[src/design/pcxd_pkg.sv]
// pcxd_pkg: shared types and constants for the PCX run-length palette decoder.
// Used by pcxd_front, pcxd_queue, pcxd_back and pcx_rle_palette_decoder.
`default_nettype none

package pcxd_pkg;

	localparam int MAX_COLUMNS     = 320;
	localparam int MAX_ROWS        = 256;
	localparam int PALETTE_ENTRIES = 256;
	localparam int QUEUE_DEPTH     = 4;

	localparam int COL_W   = 9;
	localparam int ROW_W   = 9;
	localparam int LROW_W  = 8;
	localparam int RUN_W   = 6;
	localparam int BYTE_W  = 8;
	localparam int RGB_W   = 24;
	localparam int CAP_W   = 13;
	localparam int CFG_W   = 9;
	localparam int QPTR_W  = $clog2(QUEUE_DEPTH);
	localparam int PAL_A_W = $clog2(PALETTE_ENTRIES);

	localparam logic [CAP_W-1:0] COL_CAP = CAP_W'(MAX_COLUMNS - 1);
	localparam logic [CAP_W-1:0] ROW_CAP = CAP_W'(MAX_ROWS - 1);

	localparam logic [1:0]        RUN_MARK = 2'b11;
	localparam logic [BYTE_W-1:0] OPAQUE   = 8'd255;

	typedef enum logic [1:0] {
		OP_PALETTE = 2'd0,
		OP_START   = 2'd1,
		OP_DATA    = 2'd2
	} op_t;

	typedef enum logic {
		REG_LAST_COLUMN = 1'b0,
		REG_LAST_ROW    = 1'b1
	} reg_idx_t;

	typedef enum logic {
		BK_IDLE = 1'b0,
		BK_EMIT = 1'b1
	} back_state_t;

	typedef struct packed {
		logic               is_write;
		logic [BYTE_W-1:0]  index;
		logic [RGB_W-1:0]   rgb;
		logic [RUN_W-1:0]   run;
		logic               completes;
	} cmd_t;

	typedef struct packed {
		logic push;
		cmd_t cmd;
	} push_t;

	typedef struct packed {
		logic full;
		logic empty;
	} qstat_t;

endpackage

`default_nettype wire

[src/design/pcxd_queue.sv]
// pcxd_queue: short command queue between front and back of the decoder.
// Depends on pcxd_pkg for the command type and depth.
`default_nettype none

module pcxd_queue (
	input  wire                clk,
	input  wire                arst_n,
	input  pcxd_pkg::push_t    push,
	input  wire                pop,
	output pcxd_pkg::cmd_t     head,
	output pcxd_pkg::qstat_t   qstat
);
	import pcxd_pkg::*;

	cmd_t               slot_q [QUEUE_DEPTH];
	logic [QPTR_W-1:0]  wptr_q;
	logic [QPTR_W-1:0]  rptr_q;
	logic [QPTR_W:0]    count_q;

	assign head        = slot_q[rptr_q];
	assign qstat.full  = count_q == (QPTR_W+1)'(QUEUE_DEPTH);
	assign qstat.empty = count_q == '0;

	always_ff @(posedge clk) begin
		if (push.push)
			slot_q[wptr_q] <= push.cmd;
	end

	always_ff @(posedge clk or negedge arst_n) begin
		if (!arst_n) begin
			wptr_q  <= '0;
			rptr_q  <= '0;
			count_q <= '0;
		end else begin
			if (push.push)
				wptr_q <= wptr_q + QPTR_W'(1);
			if (pop)
				rptr_q <= rptr_q + QPTR_W'(1);
			if (push.push && !pop)
				count_q <= count_q + (QPTR_W+1)'(1);
			else if (pop && !push.push)
				count_q <= count_q - (QPTR_W+1)'(1);
		end
	end

endmodule

`default_nettype wire

[config.mk]
export PLATFORM = sky130hd
export DESIGN_NAME = pcxd_queue
export DESIGN_NICKNAME = d
export VERILOG_FILES = /design/src/design/pcxd_pkg.sv /design/src/design/pcxd_queue.sv
export SDC_FILE = /design/constraint.sdc
export NUM_CORES = 1
export LEC_CHECK = 0
export BUFFER_PORTS_ARGS = -buffer_cell sky130_fd_sc_hd__buf_2
export CAP_MARGIN = 20
export CORE_MARGIN = 1.5
export CORE_UTILIZATION = 57
export CTS_CLUSTER_DIAMETER = 150
export CTS_CLUSTER_SIZE = 12
export DETAILED_ROUTE_END_ITERATION = 6
export GPL_TIMING_DRIVEN = 0
export PLACE_DENSITY_LB_ADDON = 0.05
export SLEW_MARGIN = 20
export SYNTH_ARGS = -nofsm -noshare
export SYNTH_HDL_FRONTEND = slang
export SYNTH_SLANG_ARGS = --single-unit
[constraint.sdc]
create_clock -name clk -period 2.2 [get_ports clk]
set_input_delay 0.11 -clock clk [delete_from_list [all_inputs] [get_ports clk]]
set_output_delay 0.11 -clock clk [all_outputs]
set_load 0.02 [all_outputs]
==> flow_summary.toml <==
[yosys]
yosys.area_share.simple_pct = 0.785
yosys.area.top_type_share_pct = 77.3
ys.warnings.count = 0
synth-xor-area-share_pct = 0.845
avgSynthCellArea_sq_um = 25.5
synth_top_family_by_area = "multiplexers"
netlist_area_sq_um = 6220
synth.area.mux_share_pct = 14.8
synthesis.nets = 294
ys_ff_latch = 167
yosysUniqueCellTypes = 20
synthAdderAreaFrac_pct = 1.33
syn_inst = 244
yosysTopAreaCell = "edfxtp_1"
synth_seq_area_share_pct = 80.1
synth_area_leaders = "edfxtp_1 (77%), mux4_2 (14%), dfrtp_1 (2.8%), buf_12 (1.3%), ha_1 (1.0%)"
synth_compound_area_share_pct = 0.0805

[detailed_routing]
drt-total-wl_mm = 10.4
drt_drc_violations_left = 0
vias = 2960
wire_per_inst_um = 19.3
antenna_left = 0
first_pass_iters = 4
viasPerCell = 5.47
drt_iter0_drc = 108

[sta]
report.final.slew_viol_count = 0
hold_viol = 0
fin_skew_ps = 9.86
worst_slew_pin_slew_ps = 637
setup_slack_ps = 163
slew_headroom_pct = 57.6
rsz0062_at_grt = "false"
fin_crit_sh_pct = 92.6
setup_viol_count_final = 0
hold_slack_ps = 350
fmax_ghz = 0.491
min_period_ps = 2040

[die]
coreArea_sq_um = 10500
initial_core_util_pct = 59.4
die_w_um = 107
die_y_um = 107
dieArea_sq_um = 11500
rows = 37
ioPinCount = 86

[global_route]
first_global_vias = 3100
grt_usage_pct = 19.9
grt_max_degree = 41
grt_pass1_wl_mm = 16.1
antenna_found_initial = 0
grt-ovfl-total = 0

[placement]
routabilityCongestion = 0.670
place_hpwl_mm = 5.52
place_ws_ps = 563
numPortBuffers = 85

[pwr]
seqPwrFrac_pct = 41.3
p_leak_nw = 2.78
intPower_mw = 7.36
powerDensity_nw_per_um2 = 1340
p_sw_mw = 3.17
total_power_mw = 10.5
clockPowerShare_pct = 27.2
peakVddDrop_mv = 0.811
netSwitchingFraction_pct = 30.1
p_comb_share_pct = 31.6

[critical_path]
crit_fanout = 10
path_class = "flop to output port"
r2r-start = "wptr_q[0]"
r2r-end = "slot_q[0][19]"
cp_data_required_time_ps = 2090
cp-end-kind = "output port"
startpoint_type = "flop"
reg2reg_setup_slack_ps = 570
r2r_cells = 3
arrival_ps = 1930

[clock_network]
insertion_delay_ps = 510
cts_inserted_buffers = 17
tritoncts = "done"
htree_levels = 4
cts_resized = 0
cts.sinks = 167
path_clk_slew_ps = 60
root_buffer = "clkbuf_8"
clock_path_buffers = 2
cts_setup_buffers = 0

[finish]
fill_cells = 629
area_growth_pct = 26.1
antenna_cells = 0
nets = 442
drive_gt1_share_pct = 40.5
final_core_util_pct = 74.9

[flow_run]
cap_viol_max_count = 0

[worst_hold_path]
worstHoldPathCells = 2
hp-start = "push[9]"
holdPathEnd = "slot_q[0][9]"
hold_path_class = "primary input to flop"

[outcome]
status = "complete, no violations"
stage by stage:
stage                     instance area [sq um]  instances  setup TNS, ps
after CTS                                  7840        541              0
after global placement                     6810        465         -87530
after floorplan                            6220        244              0
after detailed placement                   6820        465              0
after global routing                       7840        541              0
final                                      7840        541              0
critical path, stage by stage, from the launching register on:
cell      delay, ps
dfrtp_1         320
clkbuf_1        210
buf_2           340
mux4_2          380
buf_2           180
cells by family after synthesis:
family                   after synthesis
AND/OR/NAND/NOR                        9
XOR/XNOR                               6
multiplexers                          41
adder cells (fa/ha/maj)                6
flip-flops                           167
AO/OA/AOI/OAI                          1
buffers and inverters                 14
worst max-delay path by stage:
stage,start,end
floorplan,wptr_q[0],slot_q[2][0]
detailed placement,wptr_q[0],slot_q[2][37]
global placement,wptr_q[0],slot_q[0][37]
CTS,rptr_q[1],head[15]
global route,rptr_q[1],head[17]
finish,rptr_q[1],head[17]
power groups by stage:
stage	logic (mW)	clock network [mW]	registers, mW
global placement	3.29	0	4.40
floorplan	2.39	0	4.36
detailed placement	3.32	0	4.41
CTS	3.40	2.89	4.35
finish	3.32	2.86	4.34
global route	3.58	3.02	4.39
layer usage:
layer  wire (um)  up-vias  GRT usage (%)
met1        4260     1534           25.6
li1            -     1329              -
met3         533        6           5.39
met4          65        0           6.77
met2        5570       91           33.1
met5           0        -              0
placed cells by master, fill, tap and decap left out, types with 2 or more instances in the layout:
master,synthesis,final
ha_1,5,5
mux4_1,2,2
bufinv_16,0,3
clkbuf_16,0,16
edfxtp_1,160,160
xnor2_1,2,2
nand2_1,2,2
clkbuf_1,1,3
buf_2,4,89
buf_12,4,4
clkinv_4,0,2
dlygate4sd3_1,0,44
xor2_1,4,4
clkinv_1,0,3
inv_1,4,4
clkinvlp_4,0,3
dfrtp_1,7,7
and2_4,0,4
mux4_2,38,38
cells in the mapped netlist:
master    instances
and2_1            4
buf_12            4
buf_2             4
buf_6             1
clkbuf_1          1
dfrtp_1           7
edfxtp_1        160
fa_1              1
ha_1              5
inv_1             4
mux2_2            1
mux4_1            2
mux4_2           38
nand2_1           2
nor2_1            1
nor3_1            1
nor3b_1           1
o21ai_0           1
xnor2_1           2
xor2_1            4
registers in the layout (all words and copies together) (netlist names):
name     flops
slot_q     160
count_q      3
rptr_q       2
wptr_q       2
timing repair:
| item | in CTS | in global routing |
|---|---|---|
| endpoints found under the setup margin | 0 | 0 |
| hold buffers | 44 | 0 |
| hold endpoints to repair | 171 | 0 |
area by class of cell:
class                      instances  area (sq um)  share of cell area, %
sequential                       167          4980                   63.5
multi-input combinational         63          1120                   14.3
timing repair buffer             129           866                   11.0
clock buffer                      19           422                   5.38
tap                              136           170                   2.17
clock inverter                    13           155                   1.98
buffer                            10           115                   1.47
inverter                           4          15.0                  0.191
No activity file was read; power rests on OpenSTA's default activity.
