`config.mk`:
```
export PLATFORM = sky130hd
export DESIGN_NAME = pcxd_front
export DESIGN_NICKNAME = d
export VERILOG_FILES = /design/src/design/pcxd_pkg.sv /design/src/design/pcxd_front.sv
export SDC_FILE = /design/constraint.sdc
export NUM_CORES = 1
export LEC_CHECK = 0
export BUFFER_PORTS_ARGS = -buffer_cell sky130_fd_sc_hd__buf_4
export CORE_ASPECT_RATIO = 0.75
export CORE_MARGIN = 2
export CORE_UTILIZATION = 62
export DETAILED_ROUTE_END_ITERATION = 10
export MAX_ROUTING_LAYER = met4
export PLACE_DENSITY = 0.88
export SLEW_MARGIN = 20
export SYNTH_ARGS = -nofsm -noshare
export SYNTH_HDL_FRONTEND = slang
export SYNTH_SLANG_ARGS = --single-unit
```
`constraint.sdc`:
```
create_clock -name clk -period 22.1 [get_ports clk]
set_input_delay 3.315 -clock clk [delete_from_list [all_inputs] [get_ports clk]]
set_output_delay 3.315 -clock clk [all_outputs]
set_load 0.1 [all_outputs]
```
`src/design/pcxd_pkg.sv`:
```
// pcxd_pkg: shared types and constants for the PCX run-length palette decoder.
// Used by pcxd_front, pcxd_queue, pcxd_back and pcx_rle_palette_decoder.
`default_nettype none

package pcxd_pkg;

	localparam int MAX_COLUMNS     = 320;
	localparam int MAX_ROWS        = 256;
	localparam int PALETTE_ENTRIES = 256;
	localparam int QUEUE_DEPTH     = 4;

	localparam int COL_W   = 9;
	localparam int ROW_W   = 9;
	localparam int LROW_W  = 8;
	localparam int RUN_W   = 6;
	localparam int BYTE_W  = 8;
	localparam int RGB_W   = 24;
	localparam int CAP_W   = 13;
	localparam int CFG_W   = 9;
	localparam int QPTR_W  = $clog2(QUEUE_DEPTH);
	localparam int PAL_A_W = $clog2(PALETTE_ENTRIES);

	localparam logic [CAP_W-1:0] COL_CAP = CAP_W'(MAX_COLUMNS - 1);
	localparam logic [CAP_W-1:0] ROW_CAP = CAP_W'(MAX_ROWS - 1);

	localparam logic [1:0]        RUN_MARK = 2'b11;
	localparam logic [BYTE_W-1:0] OPAQUE   = 8'd255;

	typedef enum logic [1:0] {
		OP_PALETTE = 2'd0,
		OP_START   = 2'd1,
		OP_DATA    = 2'd2
	} op_t;

	typedef enum logic {
		REG_LAST_COLUMN = 1'b0,
		REG_LAST_ROW    = 1'b1
	} reg_idx_t;

	typedef enum logic {
		BK_IDLE = 1'b0,
		BK_EMIT = 1'b1
	} back_state_t;

	typedef struct packed {
		logic               is_write;
		logic [BYTE_W-1:0]  index;
		logic [RGB_W-1:0]   rgb;
		logic [RUN_W-1:0]   run;
		logic               completes;
	} cmd_t;

	typedef struct packed {
		logic push;
		cmd_t cmd;
	} push_t;

	typedef struct packed {
		logic full;
		logic empty;
	} qstat_t;

endpackage

`default_nettype wire

```
`src/design/pcxd_front.sv`:
```
// pcxd_front: accepts input items, holds geometry registers and position state,
// and turns palette and data items into write or run commands. Depends on pcxd_pkg.
`default_nettype none

module pcxd_front (
	input  wire                   clk,
	input  wire                   arst_n,
	input  wire                   in_valid,
	output logic                  in_ready,
	input  wire  [1:0]            operation,
	input  wire  [7:0]            data_byte,
	input  wire  [7:0]            palette_index,
	input  wire  [7:0]            entry_red,
	input  wire  [7:0]            entry_green,
	input  wire  [7:0]            entry_blue,
	input  wire                   write_enable,
	input  wire                   register_index,
	input  wire  [pcxd_pkg::CFG_W-1:0] write_data,
	input  pcxd_pkg::qstat_t      qstat,
	output pcxd_pkg::push_t       push
);
	import pcxd_pkg::*;

	logic [COL_W-1:0]  last_column_q;
	logic [LROW_W-1:0] last_row_q;
	logic [COL_W-1:0]  col_q, col_n;
	logic [ROW_W-1:0]  row_q, row_n;
	logic [RUN_W-1:0]  held_q, held_n;
	logic              await_q, await_n;
	logic              fin_q, fin_n;

	logic              accept;
	logic [COL_W-1:0]  clim;
	logic [LROW_W-1:0] rlim;
	logic              s_wrap;
	logic [COL_W-1:0]  s_col;
	logic [ROW_W-1:0]  s_row;
	logic              s_fin;
	logic              go;
	logic [RUN_W-1:0]  run;
	logic              on_last;
	logic [COL_W:0]    sum;
	logic [COL_W:0]    lim1;
	logic              clipped;
	logic [COL_W:0]    end_col;
	logic [ROW_W-1:0]  row_inc;

	assign in_ready = !qstat.full;
	assign accept   = in_valid && in_ready;

	always_ff @(posedge clk or negedge arst_n) begin
		if (!arst_n) begin
			last_column_q <= COL_W'(319);
			last_row_q    <= LROW_W'(199);
		end else if (write_enable) begin
			unique case (reg_idx_t'(register_index))
				REG_LAST_COLUMN: last_column_q <= write_data;
				REG_LAST_ROW:    last_row_q    <= write_data[LROW_W-1:0];
				default: ;
			endcase
		end
	end

	always_comb begin
		clim    = ({{(CAP_W-COL_W){1'b0}}, last_column_q} < COL_CAP) ?
			last_column_q : COL_CAP[COL_W-1:0];
		rlim    = ({{(CAP_W-LROW_W){1'b0}}, last_row_q} < ROW_CAP) ?
			last_row_q : ROW_CAP[LROW_W-1:0];
		s_wrap  = col_q > clim;
		s_col   = s_wrap ? '0 : col_q;
		s_row   = s_wrap ? row_q + ROW_W'(1) : row_q;
		s_fin   = s_row > {1'b0, rlim};

		go  = 1'b0;
		run = RUN_W'(1);
		if (await_q)
			run = held_q;

		on_last = s_row == {1'b0, rlim};
		sum     = {1'b0, s_col} + {{(COL_W+1-RUN_W){1'b0}}, run};
		lim1    = {1'b0, clim} + (COL_W+1)'(1);
		clipped = on_last && (sum > lim1);
		end_col = clipped ? lim1 : sum;
		row_inc = s_row + ROW_W'(1);

		col_n   = col_q;
		row_n   = row_q;
		held_n  = held_q;
		await_n = await_q;
		fin_n   = fin_q;
		push    = '0;

		if (accept) begin
			unique case (op_t'(operation))
				OP_PALETTE: begin
					push.push          = 1'b1;
					push.cmd.is_write  = 1'b1;
					push.cmd.index     = palette_index;
					push.cmd.rgb       = {entry_red, entry_green, entry_blue};
				end
				OP_START: begin
					col_n   = '0;
					row_n   = '0;
					held_n  = '0;
					await_n = 1'b0;
					fin_n   = 1'b0;
				end
				OP_DATA: begin
					if (!fin_q) begin
						col_n = s_col;
						row_n = s_row;
						fin_n = s_fin;
						if (!s_fin) begin
							if (await_q) begin
								go      = 1'b1;
								await_n = 1'b0;
								held_n  = '0;
							end else if (data_byte[7:6] == RUN_MARK) begin
								held_n  = data_byte[RUN_W-1:0];
								await_n = 1'b1;
							end else begin
								go = 1'b1;
							end
							if (go && run != '0) begin
								push.push          = 1'b1;
								push.cmd.index     = data_byte;
								push.cmd.run       = clipped ?
									RUN_W'(lim1 - {1'b0, s_col}) : run;
								push.cmd.completes = on_last && (end_col == lim1);
								if (end_col > {1'b0, clim}) begin
									col_n = '0;
									row_n = row_inc;
									fin_n = row_inc > {1'b0, rlim};
								end else begin
									col_n = end_col[COL_W-1:0];
								end
							end
						end
					end
				end
				default: ;
			endcase
		end
	end

	always_ff @(posedge clk or negedge arst_n) begin
		if (!arst_n) begin
			col_q   <= '0;
			row_q   <= '0;
			held_q  <= '0;
			await_q <= 1'b0;
			fin_q   <= 1'b0;
		end else begin
			col_q   <= col_n;
			row_q   <= row_n;
			held_q  <= held_n;
			await_q <= await_n;
			fin_q   <= fin_n;
		end
	end

endmodule

`default_nettype wire

```
==> reports/metrics.csv, run 1 <==
stage,metric,value,unit
outcome,status,finished clean,
placement,DP HPWL,12500,um
cells_and_area,synth-to-layout area growth,17.1,%
cells_and_area,Ant. Diodes,0,
cells_and_area,final non-filler cell total,836,
clock_tree,Max H-tree Level,2,
worst_setup_path,kind of cell adding the most delay to the critical path,simple AND/OR/NAND/NOR gates,
timing,Tcrit/Tclk final,57.2,%
route,iteration-0 DRC count of the detailed router,491,
cells_and_area,final net count,841,
placement,DP Cell Count,828,
run,Max-Cap Viols,0,
global_routing,largest net degree at the start of global routing,44,
synthesis,synthesis warning total,0,
synthesis,Post-synth EDFFs,0,
timing,Slew HR,26.0,%
synthesis,Synth top area share,14.8,%
timing,fin crit period,12.65,ns
placement,Routability Congestion,0.968,
worst_setup_path,Worst setup EP type,output port,
global_routing,M1 GR Usage,51.5,%
clock_tree,clk_lat worst skew,0.29,ns
die,die height,83.7,um
worst_setup_path,slowest CP cell,nand3_1,
clock_tree,cts hold-fix bufs,0,
route,via count,5434,
timing,Slew @ Worst Pin,1.10,ns
cells_and_area,ratio of cells with drive above 1 in the final layout,20.6,%
die,IO Pins,100,
synthesis,Syn Nets,767,
global_routing,vias in the first global route,5058,
synthesis,register area share after synthesis,20.8,%
power_and_ir_drop,Leak Pwr,2.83,nW
route,first drt pass iteration count,7,
synthesis,largest cells by area after synthesis,"dfrtp_1 15%, ha_1 13%, dfstp_2 6.0%, xnor2_1 5.0%, nand2_1 4.0%",
synthesis,post-synthesis sequential element count,43,
route,drt total wl,15700,um
worst_setup_path,r2r endpoint,col_q[6],
timing,fmax,79.1,MHz
die,Starting Density,62.9,%
route,ANT nets after route,0,
die,Die ar.,9230,sq um
worst_setup_path,startpoint types,flip-flop,
route,DRC errors left,0,
synthesis,Mean Syn Cell Area,8.04,sq um
worst_setup_path,Reg2Reg Launch Point,last_column_q[7],
die,die width,110,um
global_routing,initial antenna violation count,0,
route,DR WL/cell,18.8,um
die,num rows,29,
die,core area,8350,sq um
synthesis,"FFs w/ async S/R, synth",100,%
timing,Final Hold Fails,0,
route,via/cell ratio,6.50,
clock_tree,CTS tree,built,
global_routing,gr usage total,35.5,%
clock_tree,post-CTS setup buffer count,0,
global_routing,global-route track usage on met2,51.8,%
worst_setup_path,reg-to-reg setup timing slack,11.32,ns
placement,IO buf count,98,
global_routing,busiest layer in global routing,met2,
synthesis,Cells after Synth,653,
worst_setup_path,Worst path depth,32,
global_routing,global route overflow,0,
worst_setup_path,CP Max Fanout,23,
worst_setup_path,R2R cell count,36,
synthesis,"Distinct cells, synth",81,
worst_setup_path,worst setup path start,last_column_q[7],
worst_setup_path,Buf/Inv on CP,1,
clock_tree,CTS Root Cell,clkbuf_16,
min_path,Hold/Removal Path Class,flip-flop to flip-flop,
clock_tree,"CTS clk-pin slew, worst paths",0.07,ns
global_routing,first-pass GRT wire length,25200,um
clock_tree,Num CTS Buffers,5,
power_and_ir_drop,Worst VDD drop,0.0000440,V
synthesis,Synth Flop Type,dfrtp_1,
clock_tree,post-CTS resize count,0,
timing,Max Slew Vio Count,0,
synthesis,"area leader, netlist",dfrtp_1,
worst_setup_path,critical path type,flip-flop to output port,
synthesis,"Cell Area, Synth",5250,sq um
worst_setup_path,Worst EP required,18.78,ns
timing,setup TNS,0,ns
clock_tree,clock buffer depth,2,
global_routing,met3 Use GR,5.78,%
timing,Setup Skew,0.00728,ns
timing,unrepaired setup endpoints after global routing,no,
worst_setup_path,crit path DAT,9.33,ns
timing,Setup Viol. Count Final,0,
worst_setup_path,crit path to,push[0],
clock_tree,# clock sinks,43,
power_and_ir_drop,power per cell area,58.5,nW/um^2
worst_setup_path,worst stage delay on the critical path,0.72,ns
-- state kept, by name, indices dropped and copies added, names as in the netlist --
signal / flops
held_q: 6
fin_q: 1
await_q: 1
last_row_q: 8
last_column_q: 9
col_q: 9
row_q: 9
-- layer usage --
| layer | vias up | share of wire [%] |
|---|---|---|
| met5 | - | 0 |
| met4 | 0 | 1.6 |
| met3 | 34 | 7.5 |
| met2 | 252 | 45 |
| met1 | 2597 | 46 |
| li1 | 2551 | - |
-- Yosys cell counts (5+ instances only) --
master	n
a31oi_1	6
xor2_1	10
a22oi_1	10
mux2i_1	12
o22ai_1	5
nor3_1	7
dfrtp_1	31
a211oi_1	9
a22o_1	9
nand2_1	56
and3_1	28
o211ai_1	8
a21oi_1	29
nand4_1	16
dfstp_2	12
xnor2_1	30
inv_1	45
nor4_1	6
nor2b_1	11
nand3_1	21
nand3b_1	5
ha_1	54
nand2b_1	6
and2_1	6
nor2_1	49
clkbuf_1	26
mux2_2	17
o21ai_0	31
o31ai_1	8
o21a_1	8
-- final cells by class --
type,instances,area [sq um]
clock inverters,2,15.0
clock buffers,6,139
multi-input cells,532,3850
fillers,633,2190
flip-flops and latches,43,1090
well taps,108,135
repair buffers,100,751
inverters,45,169
-- stage by stage --
step | power [mW] | worst slack, ns | utilization (%) | area [sq um] | hold slack (ns)
3_3_place_gp | 0.272 | 10.23 | 71.9 | 6000 | 0.492
3_5_place_dp | 0.277 | 10.07 | 71.9 | 6000 | 0.492
2_1_floorplan | 0.232 | 10.68 | - | 5250 | 0.473
4_1_cts | 0.356 | 9.71 | 73.7 | 6150 | 0.510
5_1_grt | 0.382 | 8.87 | 73.7 | 6150 | 0.533
6_report | 0.360 | 9.45 | 73.7 | 6150 | 0.511
-- power breakdown --
group	total (mW)	leakage [nW]	internal (mW)	switching, mW
Sequential	0.103	0.543	0.0902	0.0131
Combinational	0.178	2.21	0.0722	0.106
Clock	0.0782	0.0774	0.0453	0.0329
-- logic make-up after synthesis --
family,synth area share (%)
XOR/XNOR,7.20
AO/OA/AOI/OAI,22.5
AND/OR/NAND/NOR,23.6
flip-flops,20.8
buffers and inverters,5.89
adder cells (fa/ha/maj),14.0
multiplexers,5.93
other,0.0714
-- worst reg2reg max path, delay by kind of cell, from the launching register on --
family	cells	cell delay (ns)
xor+xnor	1	0.17
mux	1	0.15
fa+ha+maj	4	1.14
compound gates	16	4.70
simple gates	14	4.05
flops	1	0.48
-- worst min path at each step --
| stage | cells past startpoint | slack, ns | start | to |
|---|---|---|---|---|
| floorplan | 1 | 0.47 | col_q[0] | col_q[0] |
| global placement | 1 | 0.49 | last_row_q[5] | last_row_q[5] |
| detailed placement | 1 | 0.49 | col_q[0] | col_q[0] |
| CTS | 1 | 0.51 | col_q[0] | col_q[0] |
| global route | 1 | 0.53 | col_q[0] | col_q[0] |
| finish | 1 | 0.51 | last_row_q[3] | last_row_q[3] |
-- placed cells by master, fill, tap and decap left out, drive strengths merged, types with 8 or more instances in the layout --
master,netlist,final
buf,7,100
nand2,56,56
ha,54,54
nor2,49,49
inv,45,46
o21ai,33,33
dfrtp,31,31
xnor2,31,31
a21oi,29,29
and3,28,28
nand3,22,22
mux2,17,17
nand4,16,16
mux2i,12,12
dfstp,12,12
nor2b,11,11
xor2,10,10
a22oi,10,10
a211oi,9,9
a22o,9,9
nor3,9,9
o21a,8,8
o31ai,8,8
o211ai,8,8
No activity file was read; power rests on OpenSTA's default activity.
==> run 2, diff against run 1 <==
- ABC_AREA: default -> 1
- CORE_UTILIZATION: 62 -> 57
- PLACE_DENSITY: 0.88 -> 0.82
- clock period: 22.1 -> 12.9 ns (I/O delays scaled with it)
==> reports/metrics.csv, run 2 <==
stage,metric,value,unit,change
synthesis,"Cell Area, Synth",5190,sq um,was 5250 sq um
synthesis,largest cells by area after synthesis,"nand2_1 16%, dfrtp_1 15%, ha_1 13%, inv_1 9.3%, nor2_1 7.1%",,"was dfrtp_1 15%, ha_1 13%, dfstp_2 6.0%, xnor2_1 5.0%, nand2_1 4.0%"
route,ANT nets after route,0,,unchanged
route,drt total wl,14300,um,was 15700 um
worst_setup_path,worst setup path start,last_column_q[7],,unchanged
cells_and_area,final net count,1012,,was 841
clock_tree,clk_lat worst skew,0.30,ns,was 0.29 ns
clock_tree,CTS Root Cell,clkbuf_16,,unchanged
synthesis,Cells after Synth,814,,was 653
route,via count,5541,,was 5434
die,die width,114,um,was 110 um
power_and_ir_drop,power per cell area,142,nW/um^2,was 58.5 nW/um^2
synthesis,most frequent cells after synthesis,"220 x nand2_1, 129 x inv_1, 98 x nor2_1",,"was 56 x nand2_1, 54 x ha_1, 49 x nor2_1"
clock_tree,# clock sinks,43,,unchanged
cells_and_area,"most common cell after layout, fill and taps aside",nand2_1,,was buf_4
global_routing,gr usage total,30.4,%,was 35.5%
synthesis,register area share after synthesis,21.0,%,was 20.8%
cells_and_area,synth-to-layout area growth,17.9,%,was 17.1%
synthesis,"FFs w/ async S/R, synth",100,%,unchanged
die,core area,8930,sq um,was 8350 sq um
worst_setup_path,r2r endpoint,col_q[2],,was col_q[6]
placement,DP HPWL,11300,um,was 12500 um
global_routing,vias in the first global route,5343,,was 5058
synthesis,post-synthesis sequential element count,43,,unchanged
clock_tree,post-CTS setup buffer count,0,,unchanged
placement,IO buf count,98,,unchanged
worst_setup_path,critical path type,flip-flop to output port,,unchanged
cells_and_area,"commonest non-fill, non-tap cells in the layout","219 x nand2_1, 129 x inv_1, 99 x buf_4",,"was 100 x buf_4, 56 x nand2_1, 54 x ha_1"
die,die height,86.6,um,was 83.7 um
worst_setup_path,slowest CP cell,dfrtp_1,,was nand3_1
route,first drt pass iteration count,5,,was 7
worst_setup_path,crit path DAT,7.41,ns,was 9.33 ns
cells_and_area,Fillers,773,,was 633
worst_setup_path,R2R cell count,46,,was 36
min_path,Hold/Removal Path Class,flip-flop to flip-flop,,unchanged
timing,Max Slew Vio Count,0,,unchanged
min_path,Hold Path Depth,2,,was 1
synthesis,"area leader, netlist",nand2_1,,was dfrtp_1
worst_setup_path,Reg2Reg Launch Point,last_column_q[7],,unchanged
die,num rows,30,,was 29
worst_setup_path,Worst EP required,10.97,ns,was 18.78 ns
synthesis,cell with the most instances after synthesis,nand2_1,,unchanged
placement,Routability Congestion,0.960,,was 0.968
timing,Setup Viol. Count Final,0,,unchanged
synthesis,"Distinct cells, synth",46,,was 81
clock_tree,Num CTS Buffers,5,,unchanged
synthesis,synthesis warning total,0,,unchanged
clock_tree,post-CTS resize count,0,,unchanged
clock_tree,CTS tree,built,,unchanged
timing,Tcrit/Tclk final,72.4,%,
timing,Slew HR,55.0,%,was 26.0%
synthesis,Syn Nets,928,,was 767
power_and_ir_drop,Worst VDD drop,0.000104,V,was 0.0000440 V
cells_and_area,ratio of cells with drive above 1 in the final layout,18.4,%,was 20.6%
global_routing,global route overflow,0,,unchanged
synthesis,Synth Flop Type,dfrtp_1,,unchanged
cells_and_area,largest registers,"col_q x9, last_column_q x9, row_q x9",,unchanged
synthesis,Mean Syn Cell Area,6.38,sq um,was 8.04 sq um
global_routing,initial antenna violation count,0,,unchanged
synthesis,Synth top area share,15.9,%,was 14.8%
power_and_ir_drop,total chip power,867,uW,was 360 uW
global_routing,largest net degree at the start of global routing,44,,unchanged
route,iteration-0 DRC count of the detailed router,479,,was 491
route,DR WL/cell,14.2,um,was 18.8 um
die,IO Pins,100,,unchanged
worst_setup_path,kind of cell adding the most delay to the critical path,simple AND/OR/NAND/NOR gates,,unchanged
clock_tree,clock buffer depth,2,,unchanged
die,Starting Density,58.1,%,was 62.9%
worst_setup_path,Worst path most repeated cell,nand2_1,,
cells_and_area,Ant. Diodes,0,,unchanged
clock_tree,"CTS clk-pin slew, worst paths",0.07,ns,about the same
worst_setup_path,startpoint types,flip-flop,,unchanged
power_and_ir_drop,Leak Pwr,3.47,nW,was 2.83 nW
min_path,start point of the worst hold path,last_row_q[1],,was last_row_q[3]
run,Max-Cap Viols,0,,unchanged
timing,fin crit period,9.34,ns,
timing,Final Hold Fails,0,,unchanged
worst_setup_path,worst stage delay on the critical path,0.43,ns,was 0.72 ns
die,Die ar.,9890,sq um,was 9230 sq um
outcome,status,finished clean,,unchanged
worst_setup_path,Worst setup EP type,output port,,unchanged
global_routing,first-pass GRT wire length,23900,um,was 25200 um
synthesis,Post-synth EDFFs,0,,unchanged
worst_setup_path,reg-to-reg setup timing slack,5.15,ns,was 11.32 ns
clock_tree,Max H-tree Level,2,,unchanged
clock_tree,cts hold-fix bufs,0,,unchanged
worst_setup_path,Buf/Inv on CP,3,,was 1
route,via/cell ratio,5.48,,was 6.50
timing,setup TNS,0,ns,unchanged
route,DRC errors left,0,,unchanged
timing,fmax,107,MHz,
worst_setup_path,CP Max Fanout,23,,unchanged
timing,Setup Skew,0.0123,ns,was 0.00728 ns
min_path,Hold EP,last_row_q[1],,was last_row_q[3]
timing,unrepaired setup endpoints after global routing,no,,unchanged
timing,Slew @ Worst Pin,0.676,ns,was 1.10 ns
[run 2: cell count changes after synthesis, moves of 12 or more]
| cell | before | now |
|---|---|---|
| xnor2_1 | 30 | 2 |
| nand3_1 | 21 | 46 |
| mux2_2 | 17 | 0 |
| nor2_1 | 49 | 98 |
| nand2_1 | 56 | 220 |
| mux2i_1 | 12 | 0 |
| and3_1 | 28 | 0 |
| inv_1 | 45 | 129 |
[run 2: metrics by stage]
step                util (%)  cells  hold slack [ns]  setup slack (ns)  cell area [sq um]
finish                  68.5   1011            0.495              3.56               6120
global route            68.5   1011            0.516              3.06               6120
CTS                     68.4   1011            0.500              3.69               6110
detailed placement      66.7   1003            0.490              4.08               5960
global placement        66.7   1003            0.472              4.22               5960
floorplan                  -    814            0.453              4.03               5190
[run 2: worst register-to-register path, delay by kind of cell, from the launching register on]
family / cells / cell delay, ns
xor gates and xnor gates: 1 / 0.25
and+or+nand+nor: 27 / 3.31
AOI/OAI and AO/OA: 9 / 1.87
DFF: 1 / 0.43
buffers and inverters: 5 / 0.63
adders and majority gates: 4 / 1.22
[run 2: kinds of logic after synthesis]
| kind of cell | count (synthesis) | share of synthesized area (%) |
|---|---|---|
| and+or+nand+nor | 431 | 37.7 |
| buffers and inverters | 157 | 12.0 |
| AOI/OAI and AO/OA | 104 | 11.7 |
| adders and majority gates | 56 | 13.8 |
| DFF | 43 | 21.0 |
| xor gates and xnor gates | 21 | 3.54 |
| other | 1 | 0.0722 |
| muxes | 1 | 0.265 |
[run 2: where the power goes]
group | switching (mW) | internal (mW) | total [mW]
registers | 0.0301 | 0.163 | 0.193
clock network | 0.0584 | 0.0735 | 0.132
logic | 0.357 | 0.185 | 0.542
[run 2: cell type report]
cell class / instances / area [sq um] / share of cell area [%]
Multi-Input combinational cell: 614 / 3480 / 57.0
Sequential cell: 43 / 1090 / 17.8
Timing Repair Buffer: 99 / 743 / 12.1
Inverter: 135 / 508 / 8.30
Tap cell: 112 / 140 / 2.29
Clock buffer: 5 / 125 / 2.04
Clock inverter: 3 / 26.3 / 0.429
[run 2: how the worst max path moves through the flow]
| stage | to | slack (ns) | cells after the start |
|---|---|---|---|
| global placement | push[0] | 4.22 | 40 |
| global route | push[0] | 3.06 | 41 |
| floorplan | push[2] | 4.03 | 35 |
| detailed placement | push[0] | 4.08 | 41 |
| CTS | push[0] | 3.69 | 41 |
| finish | push[0] | 3.56 | 41 |
[run 2: routing by layer]
metal	wire length (um)	up-vias	track usage (%)	part of all wire (%)
met2	6760	228	50.3	47
li1	-	2772	-	-
met4	248	0	6.54	1.7
met3	1010	28	5.31	7.0
met5	0	-	-	0
met1	6320	2513	39.4	44
